===== src/sv/fnpll_pkg.sv =====
package fnpll_pkg;

    // Field and datapath widths fixed by the interface.
    localparam int LO_W      = 33;
    localparam int REF_W     = 27;
    localparam int DEN_W     = 29;
    localparam int N_W       = 8;
    localparam int NLO_W     = 3;
    localparam int FRAC24_W  = 24;
    localparam int WORD_W    = 16;
    localparam int CFG_IDX_W = 1;

    localparam logic [NLO_W-1:0] NLO_MAX      = 3'd7;
    localparam logic [LO_W-1:0]  VCO_SPLIT_HZ = 33'd3200000000;
    localparam logic [REF_W-1:0] REF_RESET    = 27'd26000000;
    localparam logic [LO_W-1:0]  LO_MAX_RESET = 33'd5400000000;

    // Configuration register indexes.
    localparam logic [CFG_IDX_W-1:0] CFG_REF_FREQ = 1'b0;
    localparam logic [CFG_IDX_W-1:0] CFG_LO_MAX   = 1'b1;

    typedef enum logic [2:0] {
        ST_IDLE,
        ST_LOG,
        ST_FBK,
        ST_DIVGO,
        ST_DIVW,
        ST_MUL,
        ST_DONE
    } t_state;

    // Handshake between the sequencer and the divider.
    typedef struct packed {
        logic start;
    } t_div_ctrl;

    typedef struct packed {
        logic done;
        logic ovf;
    } t_div_stat;

endpackage


===== src/sv/fnpll_div.sv =====
module fnpll_div #(
    parameter int FRAC_BITS = 24
) (
    input  logic                               i_clk,
    input  logic                               i_rst_n,
    input  fnpll_pkg::t_div_ctrl               i_ctrl,
    input  logic [fnpll_pkg::LO_W-1:0]         i_dividend,
    input  logic [fnpll_pkg::DEN_W-1:0]        i_divisor,
    output fnpll_pkg::t_div_stat               o_stat,
    output logic [fnpll_pkg::N_W-1:0]          o_q_int,
    output logic [FRAC_BITS-1:0]               o_q_frac
);

    // Restoring division of dividend * 2^FRAC_BITS, one quotient bit per cycle.
    localparam int QW    = fnpll_pkg::LO_W + FRAC_BITS;
    localparam int QK    = fnpll_pkg::N_W + FRAC_BITS;
    localparam int CNT_W = $clog2(QW);

    logic [QW-1:0]                 r_dvd;
    logic [fnpll_pkg::DEN_W-1:0]   r_rem;
    logic [QK-1:0]                 r_quo;
    logic                          r_ovf;
    logic                          r_busy;
    logic                          r_done;
    logic [CNT_W-1:0]              r_cnt;

    logic [fnpll_pkg::DEN_W:0]     w_trial;
    logic [fnpll_pkg::DEN_W:0]     w_diff;
    logic                          w_qbit;

    assign w_trial = {r_rem, r_dvd[QW-1]};
    assign w_diff  = w_trial - {1'b0, i_divisor};
    assign w_qbit  = (w_trial >= {1'b0, i_divisor});

    always_ff @(posedge i_clk) begin
        if (!i_rst_n) begin
            r_busy <= 1'b0;
            r_done <= 1'b0;
            r_cnt  <= '0;
        end else begin
            r_done <= 1'b0;
            if (i_ctrl.start) begin
                r_busy <= 1'b1;
                r_cnt  <= '0;
            end else if (r_busy) begin
                r_cnt <= r_cnt + 1'b1;
                if (r_cnt == CNT_W'(QW - 1)) begin
                    r_busy <= 1'b0;
                    r_done <= 1'b1;
                end
            end
        end
    end

    always_ff @(posedge i_clk) begin
        if (i_ctrl.start) begin
            r_dvd <= {i_dividend, {FRAC_BITS{1'b0}}};
            r_rem <= '0;
            r_quo <= '0;
            r_ovf <= 1'b0;
        end else if (r_busy) begin
            r_dvd <= {r_dvd[QW-2:0], 1'b0};
            r_rem <= w_qbit ? w_diff[fnpll_pkg::DEN_W-1:0] : w_trial[fnpll_pkg::DEN_W-1:0];
            r_quo <= {r_quo[QK-2:0], w_qbit};
            // Any quotient bit pushed past the integer byte means the integer saturates.
            r_ovf <= r_ovf | r_quo[QK-1];
        end
    end

    assign o_stat.done = r_done;
    assign o_stat.ovf  = r_ovf;
    assign o_q_int     = r_quo[QK-1:FRAC_BITS];
    assign o_q_frac    = r_quo[FRAC_BITS-1:0];

endmodule


===== src/sv/frac_n_pll_divider_calc.sv =====
// Channel   | Direction | Handshake                      | Payload
// ----------+-----------+--------------------------------+---------------------------------
// request   | in        | i_in_valid / o_in_stall        | i_lo_freq_hz
// result    | out       | o_out_valid / i_out_stall      | o_skipped .. o_tuned_hz
// config    | in        | i_cfg_valid / o_cfg_ready      | i_cfg_index, i_cfg_data
//
// A computed request runs the divider exponent search, the feedback divider choice,
// the bit-serial divider and the multiply before its result is loaded. Repeated
// and out-of-range requests go straight to the output register.
// One request is in work at a time; o_in_stall is high from transfer until the
// result sits in the output register, which may still be waiting on i_out_stall.
// Reset is synchronous and active low; it restores the default reference and
// maximum VCO frequency and clears the remembered request to zero.
module frac_n_pll_divider_calc #(
    parameter int FRAC_BITS = 24
) (
    input  logic                                 i_clk,
    input  logic                                 i_rst_n,
    // Request channel.
    input  logic                                 i_in_valid,
    output logic                                 o_in_stall,
    input  logic [fnpll_pkg::LO_W-1:0]           i_lo_freq_hz,
    // Result channel.
    output logic                                 o_out_valid,
    input  logic                                 i_out_stall,
    output logic                                 o_skipped,
    output logic                                 o_range_error,
    output logic [fnpll_pkg::NLO_W-1:0]          o_lo_div_exp,
    output logic                                 o_fbk_div_four,
    output logic [fnpll_pkg::N_W-1:0]            o_n_integer,
    output logic [15:0]                          o_frac_high,
    output logic [7:0]                           o_frac_low,
    output logic [fnpll_pkg::WORD_W-1:0]         o_freq_word,
    output logic [fnpll_pkg::LO_W-1:0]           o_tuned_hz,
    // Configuration channel.
    input  logic                                 i_cfg_valid,
    output logic                                 o_cfg_ready,
    input  logic [fnpll_pkg::CFG_IDX_W-1:0]      i_cfg_index,
    input  logic [fnpll_pkg::LO_W-1:0]           i_cfg_data
);

    localparam int PROD_W = fnpll_pkg::DEN_W + fnpll_pkg::N_W + fnpll_pkg::FRAC24_W;

    fnpll_pkg::t_state r_state;
    fnpll_pkg::t_state n_state;

    // Configuration and remembered request.
    logic [fnpll_pkg::REF_W-1:0]   r_ref;
    logic [fnpll_pkg::LO_W-1:0]    r_lo_max;
    logic [fnpll_pkg::LO_W-1:0]    r_prev;

    // Working registers for the request in flight.
    logic [fnpll_pkg::LO_W-1:0]    r_lo;
    logic [fnpll_pkg::LO_W-1:0]    r_fvco;
    logic [fnpll_pkg::NLO_W-1:0]   r_nlo;
    logic                          r_skip;
    logic                          r_err;
    logic                          r_fbk4;
    logic [fnpll_pkg::DEN_W-1:0]   r_den;
    logic [fnpll_pkg::N_W-1:0]     r_n;
    logic [fnpll_pkg::FRAC24_W-1:0] r_frac24;
    logic [PROD_W-1:0]             r_prod;

    // Output register.
    logic                          r_out_valid;
    logic                          r_o_skipped;
    logic                          r_o_range_error;
    logic [fnpll_pkg::NLO_W-1:0]   r_o_lo_div_exp;
    logic                          r_o_fbk_div_four;
    logic [fnpll_pkg::N_W-1:0]     r_o_n_integer;
    logic [fnpll_pkg::FRAC24_W-1:0] r_o_frac24;
    logic [fnpll_pkg::WORD_W-1:0]  r_o_freq_word;
    logic [fnpll_pkg::LO_W-1:0]    r_o_tuned_hz;

    // Control decoded from the state.
    logic                          w_in_take;
    logic                          w_cfg_take;
    logic                          w_out_load;
    logic                          w_idle;

    logic                          w_new_skip;
    logic                          w_new_err;
    logic                          w_log_step;
    logic                          w_fbk4;
    logic [fnpll_pkg::REF_W-1:0]   w_ref;
    logic [PROD_W-1:0]             w_shifted;

    fnpll_pkg::t_div_ctrl          w_div_ctrl;
    fnpll_pkg::t_div_stat          w_div_stat;
    logic [fnpll_pkg::N_W-1:0]     w_q_int;
    logic [FRAC_BITS-1:0]          w_q_frac;

    fnpll_div #(
        .FRAC_BITS (FRAC_BITS)
    ) u_div (
        .i_clk      (i_clk),
        .i_rst_n    (i_rst_n),
        .i_ctrl     (w_div_ctrl),
        .i_dividend (r_fvco),
        .i_divisor  (r_den),
        .o_stat     (w_div_stat),
        .o_q_int    (w_q_int),
        .o_q_frac   (w_q_frac)
    );

    // A repeat is checked before the range, so a zero request right after reset is a repeat.
    assign w_new_skip = (i_lo_freq_hz == r_prev);
    assign w_new_err  = (i_lo_freq_hz == '0) || (i_lo_freq_hz > r_lo_max);

    // The exponent grows while doubling the VCO frequency stays within the maximum;
    // this is floor(log2(lo_max / lo)), capped at NLO_MAX, without a divide.
    assign w_log_step = ({r_fvco, 1'b0} <= {1'b0, r_lo_max}) && (r_nlo != fnpll_pkg::NLO_MAX);

    assign w_fbk4 = (r_fvco > fnpll_pkg::VCO_SPLIT_HZ);
    assign w_ref  = (r_ref == '0) ? fnpll_pkg::REF_W'(1) : r_ref;

    // Tuned frequency: drop the 24 fraction bits and undo the output divider.
    assign w_shifted = r_prod >> (6'd24 + 6'(r_nlo));

    // Next-state logic.
    always_comb begin
        n_state = r_state;
        unique case (r_state)
            fnpll_pkg::ST_IDLE: begin
                if (i_in_valid) begin
                    n_state = (w_new_skip || w_new_err) ? fnpll_pkg::ST_DONE
                                                        : fnpll_pkg::ST_LOG;
                end
            end
            fnpll_pkg::ST_LOG: begin
                if (!w_log_step) begin
                    n_state = fnpll_pkg::ST_FBK;
                end
            end
            fnpll_pkg::ST_FBK:   n_state = fnpll_pkg::ST_DIVGO;
            fnpll_pkg::ST_DIVGO: n_state = fnpll_pkg::ST_DIVW;
            fnpll_pkg::ST_DIVW: begin
                if (w_div_stat.done) begin
                    n_state = fnpll_pkg::ST_MUL;
                end
            end
            fnpll_pkg::ST_MUL:   n_state = fnpll_pkg::ST_DONE;
            fnpll_pkg::ST_DONE: begin
                if (!r_out_valid || !i_out_stall) begin
                    n_state = fnpll_pkg::ST_IDLE;
                end
            end
            default:             n_state = fnpll_pkg::ST_IDLE;
        endcase
    end

    // Control outputs of the sequencer.
    always_comb begin
        w_idle           = (r_state == fnpll_pkg::ST_IDLE);
        w_in_take        = w_idle && i_in_valid;
        w_cfg_take       = w_idle && i_cfg_valid;
        w_div_ctrl.start = (r_state == fnpll_pkg::ST_DIVGO);
        w_out_load       = (r_state == fnpll_pkg::ST_DONE) && (!r_out_valid || !i_out_stall);
    end

    always_ff @(posedge i_clk) begin
        if (!i_rst_n) begin
            r_state     <= fnpll_pkg::ST_IDLE;
            r_ref       <= fnpll_pkg::REF_RESET;
            r_lo_max    <= fnpll_pkg::LO_MAX_RESET;
            r_prev      <= '0;
            r_out_valid <= 1'b0;
        end else begin
            r_state <= n_state;
            if (w_cfg_take) begin
                unique case (i_cfg_index)
                    fnpll_pkg::CFG_REF_FREQ: r_ref    <= i_cfg_data[fnpll_pkg::REF_W-1:0];
                    fnpll_pkg::CFG_LO_MAX:   r_lo_max <= i_cfg_data;
                    default:                 r_ref    <= r_ref;
                endcase
            end
            // Only a request that was actually computed becomes the one to compare against.
            if (w_out_load && !r_skip && !r_err) begin
                r_prev <= r_lo;
            end
            if (w_out_load) begin
                r_out_valid <= 1'b1;
            end else if (!i_out_stall) begin
                r_out_valid <= 1'b0;
            end
        end
    end

    // Datapath registers.
    always_ff @(posedge i_clk) begin
        if (w_in_take) begin
            r_lo   <= i_lo_freq_hz;
            r_fvco <= i_lo_freq_hz;
            r_nlo  <= '0;
            r_skip <= w_new_skip;
            r_err  <= w_new_err;
        end
        if ((r_state == fnpll_pkg::ST_LOG) && w_log_step) begin
            r_fvco <= {r_fvco[fnpll_pkg::LO_W-2:0], 1'b0};
            r_nlo  <= r_nlo + 1'b1;
        end
        if (r_state == fnpll_pkg::ST_FBK) begin
            r_fbk4 <= w_fbk4;
            r_den  <= w_fbk4 ? {w_ref, 2'b00} : {1'b0, w_ref, 1'b0};
        end
        if ((r_state == fnpll_pkg::ST_DIVW) && w_div_stat.done) begin
            // An integer part above one byte saturates the whole ratio.
            if (w_div_stat.ovf) begin
                r_n      <= '1;
                r_frac24 <= '1;
            end else begin
                r_n      <= w_q_int;
                r_frac24 <= fnpll_pkg::FRAC24_W'(w_q_frac) << (fnpll_pkg::FRAC24_W - FRAC_BITS);
            end
        end
        if (r_state == fnpll_pkg::ST_MUL) begin
            r_prod <= PROD_W'(r_den) * PROD_W'({r_n, r_frac24});
        end
    end

    // Output register load.
    always_ff @(posedge i_clk) begin
        if (w_out_load) begin
            r_o_skipped      <= r_skip;
            r_o_range_error  <= r_err && !r_skip;
            if (r_skip || r_err) begin
                r_o_lo_div_exp   <= '0;
                r_o_fbk_div_four <= 1'b0;
                r_o_n_integer    <= '0;
                r_o_frac24       <= '0;
                r_o_freq_word    <= '0;
                r_o_tuned_hz     <= r_skip ? r_lo : '0;
            end else begin
                r_o_lo_div_exp   <= r_nlo;
                r_o_fbk_div_four <= r_fbk4;
                r_o_n_integer    <= r_n;
                r_o_frac24       <= r_frac24;
                // n at bit 7, exponent at bit 4, half the feedback divider at bit 2.
                r_o_freq_word    <= {1'b0, r_n, r_nlo, r_fbk4, !r_fbk4, 2'b00};
                r_o_tuned_hz     <= w_shifted[fnpll_pkg::LO_W-1:0];
            end
        end
    end

    assign o_in_stall     = !w_idle;
    assign o_cfg_ready    = w_idle;
    assign o_out_valid    = r_out_valid;
    assign o_skipped      = r_o_skipped;
    assign o_range_error  = r_o_range_error;
    assign o_lo_div_exp   = r_o_lo_div_exp;
    assign o_fbk_div_four = r_o_fbk_div_four;
    assign o_n_integer    = r_o_n_integer;
    assign o_frac_high    = r_o_frac24[23:8];
    assign o_frac_low     = r_o_frac24[7:0];
    assign o_freq_word    = r_o_freq_word;
    assign o_tuned_hz     = r_o_tuned_hz;

endmodule


===== config.mk =====
export PLATFORM = sky130hd
export DESIGN_NAME = frac_n_pll_divider_calc
export DESIGN_NICKNAME = d
export VERILOG_FILES = /design/src/sv/fnpll_pkg.sv /design/src/sv/fnpll_div.sv /design/src/sv/frac_n_pll_divider_calc.sv
export SDC_FILE = /design/constraint.sdc
export NUM_CORES = 2
export LEC_CHECK = 0
export ABC_AREA = 1
export BUFFER_PORTS_ARGS = -buffer_cell sky130_fd_sc_hd__buf_4
export CORE_ASPECT_RATIO = 1.4
export CORE_MARGIN = 1
export CORE_UTILIZATION = 55
export CTS_CLUSTER_SIZE = 12
export DETAILED_ROUTE_END_ITERATION = 6
export PLACE_DENSITY_LB_ADDON = 0.08
export SYNTH_ARGS = -nofsm -noshare
export SYNTH_HDL_FRONTEND = slang
export SYNTH_SLANG_ARGS = --single-unit

===== constraint.sdc =====
create_clock -name i_clk -period 7.4 [get_ports i_clk]
set_clock_uncertainty 0.05 [all_clocks]
set_input_delay 0.37 -clock i_clk [delete_from_list [all_inputs] [get_ports i_clk]]
set_output_delay 0.37 -clock i_clk [all_outputs]
set_load 0.02 [all_outputs]

After elaboration in Yosys (flattened, before gate mapping). Index checks and enable logic that the tools add are counted. W data, S select, Z words.

Bits of input ports: 72. Output and inout bits: 90. Word-level logic and storage cells: 114. Flip-flop bits (word level): 481.

Add/subtract/negate cells: 4. Bitwise gates (word level): 4. Equality and inequality tests: 14. Shifts and indexed selects: 1. Multiply operators: 1. Multiplexer cells: 23. Reduce and logical (&&, ||, !) cells: 29. Order comparisons: 4.

Operators with widths (number): $mux W33 (4); $mux W57 (2); $mul A29 B32 Y61 (1); $shr A61 B6 Y33 (1); $le A34 B33 Y1 (1); $eq A33 B33 Y1 (1); $gt A33 B32 Y1 const B (1); $gt A33 B33 Y1 (1); $logic_not A33 Y1 (1); $ge A30 B29 Y1 (1); $mux W29 (1); $sub A29 B29 Y29 (1); $mux W28 (1); $logic_not A27 Y1 (1); $mux W27 (1); $mux W3 (7); $pmux W3 S7 (1); $eq A3 B3 Y1 const B (3); $logic_and A1 B1 Y1 (9); $add A5 B3 Y6 const A (1); $add A6 B1 Y6 const B (1); $eq A3 B2 Y1 const B (2); $eq A6 B6 Y1 const B (1); $logic_not A1 Y1 (6); other kinds (15) (30).

Depth between registers and ports, before layout.
Depth after elaboration: 6. Gate-level depth with buffers: 31. Depth with buffers taken out: 29.

Modules after synthesis. Synthesis repeated with hierarchy kept, for this count alone.

Cells, all modules: 6629. Area, all modules: 52673.0 um^2.

By module, submodules not included: frac_n_pll_divider_calc (area an instance 46271.9 um^2, sequential area each 9168.8 um^2, times used 1, cells an instance 5651); fnpll_div (area an instance 6401.1 um^2, sequential area each 2392.3 um^2, times used 1, cells an instance 978).

Worst setup path after synthesis. Ideal clock, no wire load.

Path kind: reg-to-reg. Start point: register r_frac24[20] (netlist bit). End point: register r_prod[48], data pin. Data required time: 7.085 ns. Period minus slack after synthesis: 6.591 ns. Cell stages (with the launch flop): 27. Arrival time: 6.276 ns. Setup slack: 0.809 ns. Setup time: 0.265 ns. Path buffers: 2. Path through: edfxtp_1 > clkbuf_1 > clkbuf_1 > nand2_1 > fa_1 > inv_1 > fa_1 > inv_1 > fa_1 > inv_1 > fa_1 > fa_1 > fa_1 > inv_1 > fa_1 > inv_1 > ha_1 > ha_1 > nand2_1 > nor2_1 > inv_1 > nor2_1 > inv_1 > nor4_1 > a21oi_1 > o21ai_0 > xor2_1.

Longest elaborated chain between the ends: 1.

RTL lines: from (decl) (line frac_n_pll_divider_calc.sv:61) `logic [fnpll_pkg::FRAC24_W-1:0] r_frac24;`; from (signal assigned) (line frac_n_pll_divider_calc.sv:213) `r_frac24 <= fnpll_pkg::FRAC24_W'(w_q_frac) << (fnpll_pkg::FRAC24_W - FRAC_BITS);`; $mul A29 B32 Y61 (line frac_n_pll_divider_calc.sv:217) `r_prod <= PROD_W'(r_den) * PROD_W'({r_n, r_frac24});`; to (signal assigned) (line frac_n_pll_divider_calc.sv:217); to (decl) (line frac_n_pll_divider_calc.sv:62) `logic [PROD_W-1:0] r_prod;`.

No other way between the ends. A chain may end at the register's enable or synchronous reset.

Worst setup path after layout.
Start point: register r_den[17] (netlist bit). End point: register r_prod[30], data pin.

Longest elaborated chain between the ends: 1.

RTL lines: from (decl) (line frac_n_pll_divider_calc.sv:59) `logic [fnpll_pkg::DEN_W-1:0] r_den;`; from (signal assigned) (line frac_n_pll_divider_calc.sv:204) `r_den <= w_fbk4 ? {w_ref, 2'b00} : {1'b0, w_ref, 1'b0};`; $mul A29 B32 Y61 (line frac_n_pll_divider_calc.sv:217).

No other way between the ends.

==> results.yml <==
status:
  status: "finished clean"
synth:
  synthDistinctLibCells: 59
  yosys.area.top_type_share_pct: 29.8
  yosysMostFrequentCell: "nand2_1"
  synth_top_cell_by_area: "fa_1"
  seq_area_frac_synth_pct: 22.2
  synthesis.area_sq_mm: 0.0522
  synth_warnings: 0
  synth.avg_cell_area_sq_um: 8.09
  synthCells: 6454
  ys.flop_type: "edfxtp_1"
  async_flop_share_pct: 0
  netlist_top_cells_count: "1665 x nand2_1, 1622 x inv_1, 778 x fa_1"
  synth.area.top_cells: "fa_1 30%, edfxtp_1 16%, nand2_1 12%"
  synth_seq_cells: 441
  synth_edf_count: 273
drt:
  via_per_inst: 5.34
  first_pass_iters: 6
  wl_per_cell_um: 19.5
  antenna_left: 0
  vias: 41900
  drc: 0
  wirelength_mm: 153
  drt-initial-drc-count: 2863
clock_tree:
  root_buffer: "clkbuf_16"
  clock_latency_ns: 0.63
  htree_levels: 2
  clkSlewWorstSetupHoldPaths_ns: 0.06
  clock_sinks: 441
  cts_buffer_depth: 3
  cts_tree: "yes"
  cts_buffers: 49
floorplanning:
  rows: 133
  io_pins: 162
  die-area_sq_mm: 0.0961
  start_util_pct: 55.5
  coreArea_sq_mm: 0.0940
  chipHeight_um: 366
  die_x_um: 262
critical_path:
  worst-endpoint-required_ns: 7.70
  cp-end-kind: "register"
  rr_worst_depth: 23
  r2r_setup_slack_ns: 0.22
  path_class: "reg2reg"
  worstPathMaxFanout: 14
  cp-start-kind: "register"
  arrival_ns: 7.48
timing:
  maxSlewHeadroom_pct: 18.2
  period_minus_slack_ns: 7.18
  finalSetupViolations: 0
  fin_crit_sh_pct: 97.0
  final_max_slew_viol_count: 0
  fmax_mhz: 139
  hold_viol: 0
  rsz0062_at_grt: "no"
  worst_pin_slew_ns: 1.22
placed_design:
  port_buffers: 158
  dp_hpwl_mm: 123
  dp_cells: 7669
  gp_congestion: 0.989
global_route:
  grt_pass1_vias: 43700
  antenna_found_initial: 1
  grt_max_degree: 55
  overflow: 0
  grt_pass1_wl_mm: 240
  track_usage_pct: 32.4
worst_hold_path:
  min_path_cells: 3
  hold_class: "in2reg"
final_layout:
  layout-drive-gt1-share_pct: 7.29
  finalNetCount: 7794
  insertedDiodeCount: 0
  areaGrowthSynthToFinish_pct: 10.6
  final_cells: 7838
flow_run:
  cap_violations: 0
path summary, 6_finish.rpt:
check,from,end
hold / removal,i_cfg_data[25],r_ref[25]
hold reg to reg,r_prev[10],r_prev[10]
setup / recovery,r_den[17],r_prod[30]
setup reg to reg,r_den[17],r_prod[30]
layer usage:
metal | vias to the layer above | global-route usage (%) | routed length, um | part of all wire (%)
met5 | - | 0 | 0 | 0
met4 | 0 | 17.2 | 9020 | 5.9
met3 | 398 | 3.32 | 7530 | 4.9
met2 | 1300 | 59.5 | 80300 | 53
met1 | 20700 | 37.0 | 55700 | 37
li1 | 19500 | - | - | -
cells in the final DEF, fill, tap and decap left out, types with 5 or more instances in the layout:
| cell type | count |
|---|---|
| mux2i_1 | 6 |
| o21bai_1 | 17 |
| xor2_1 | 39 |
| xnor2_1 | 31 |
| dfxtp_1 | 168 |
| a21oi_1 | 222 |
| inv_1 | 1621 |
| buf_4 | 289 |
| ha_1 | 360 |
| a31oi_1 | 46 |
| dlygate4sd3_1 | 59 |
| clkbuf_16 | 50 |
| nor2_2 | 8 |
| o21a_1 | 11 |
| a21oi_2 | 6 |
| inv_2 | 5 |
| nand4_1 | 44 |
| buf_12 | 45 |
| nand3_1 | 135 |
| nand2_1 | 1665 |
| o21ai_1 | 6 |
| o21ai_0 | 210 |
| a22oi_1 | 32 |
| o21ai_2 | 5 |
| clkbuf_1 | 20 |
| or2_2 | 34 |
| clkbuf_8 | 6 |
| o211ai_1 | 25 |
| nor2_4 | 7 |
| nor4_1 | 14 |
| edfxtp_1 | 273 |
| a21o_1 | 15 |
| nor3_1 | 29 |
| fa_1 | 778 |
| nor2_1 | 284 |
timing repair:
| action | CTS | global route |
|---|---|---|
| pin swaps | 0 | 0 |
| buffers inserted | 3 | 17 |
| endpoints found under the setup margin | 1 | 18 |
| hold endpoints to repair | 73 | 0 |
| hold buffers | 59 | 0 |
| resized for setup | 0 | 3 |
registers in the layout (all words and copies together), names as in the netlist, 27 cells and up:
register	count
r_ref	27
r_fvco	33
r_lo	33
u_div.r_quo	32
r_lo_max	33
u_div.r_dvd	33
r_prod	37
u_div.r_rem	29
r_prev	33
r_den	28
o_tuned_hz	33
logic make-up (layout without fill, tap and decap cells):
group	Yosys count	in the layout	synth area share, %
other	1	3	0.00719
buffers and inverters	1946	2113	14.2
flip-flops	441	441	22.2
AO/OA/AOI/OAI	612	612	6.67
AND/OR/NAND/NOR	2240	2240	17.2
multiplexers	6	6	0.115
XOR/XNOR	70	70	1.17
adder cells (fa/ha/maj)	1138	1138	38.5
worst max-delay path: stages, from the launching register on:
cell and delay [ns]:
edfxtp_1 0.52, buf_12 0.22, buf_4 0.18, nand2_1 0.06, inv_1 0.05, fa_1 0.53
inv_1 0.06, fa_1 0.48, inv_1 0.06, fa_1 0.48, fa_1 0.58, fa_1 0.45
fa_1 0.53, inv_1 0.07, fa_1 0.48, inv_1 0.04, ha_1 0.26, ha_1 0.34
a21oi_1 0.20, o21ai_0 0.16, a21boi_0 0.30, nand2_1 0.13, a21oi_1 0.21, xor2_1 0.47
layout make-up:
type                       instances  area [sq um]
timing repair buffer             393          3660
tap                             1215          1520
multi-input combinational       4069         33300
clock buffer                      76          1410
clock inverter                    14           196
sequential                       441         11600
inverter                        1630          6120
fill                            8428         36300
metrics by stage:
stage	worst slack [ns]	TNS (ns)	cell area [sq um]	hold WS [ns]	util [%]
final	0.219	0	57700	0.0237	61.4
after floorplan	0.809	0	52200	0.374	-
after global placement	-0.0665	-0.0721	55300	0.389	58.8
after detailed placement	-0.00860	-0.00860	55300	0.414	58.8
after CTS	0.0170	0	57500	0.000874	61.1
after global routing	0.0158	0	57700	0.0286	61.4
Power is not shown: default switching activity piles up to over one toggle a cycle in this logic, so the estimate is an artifact.
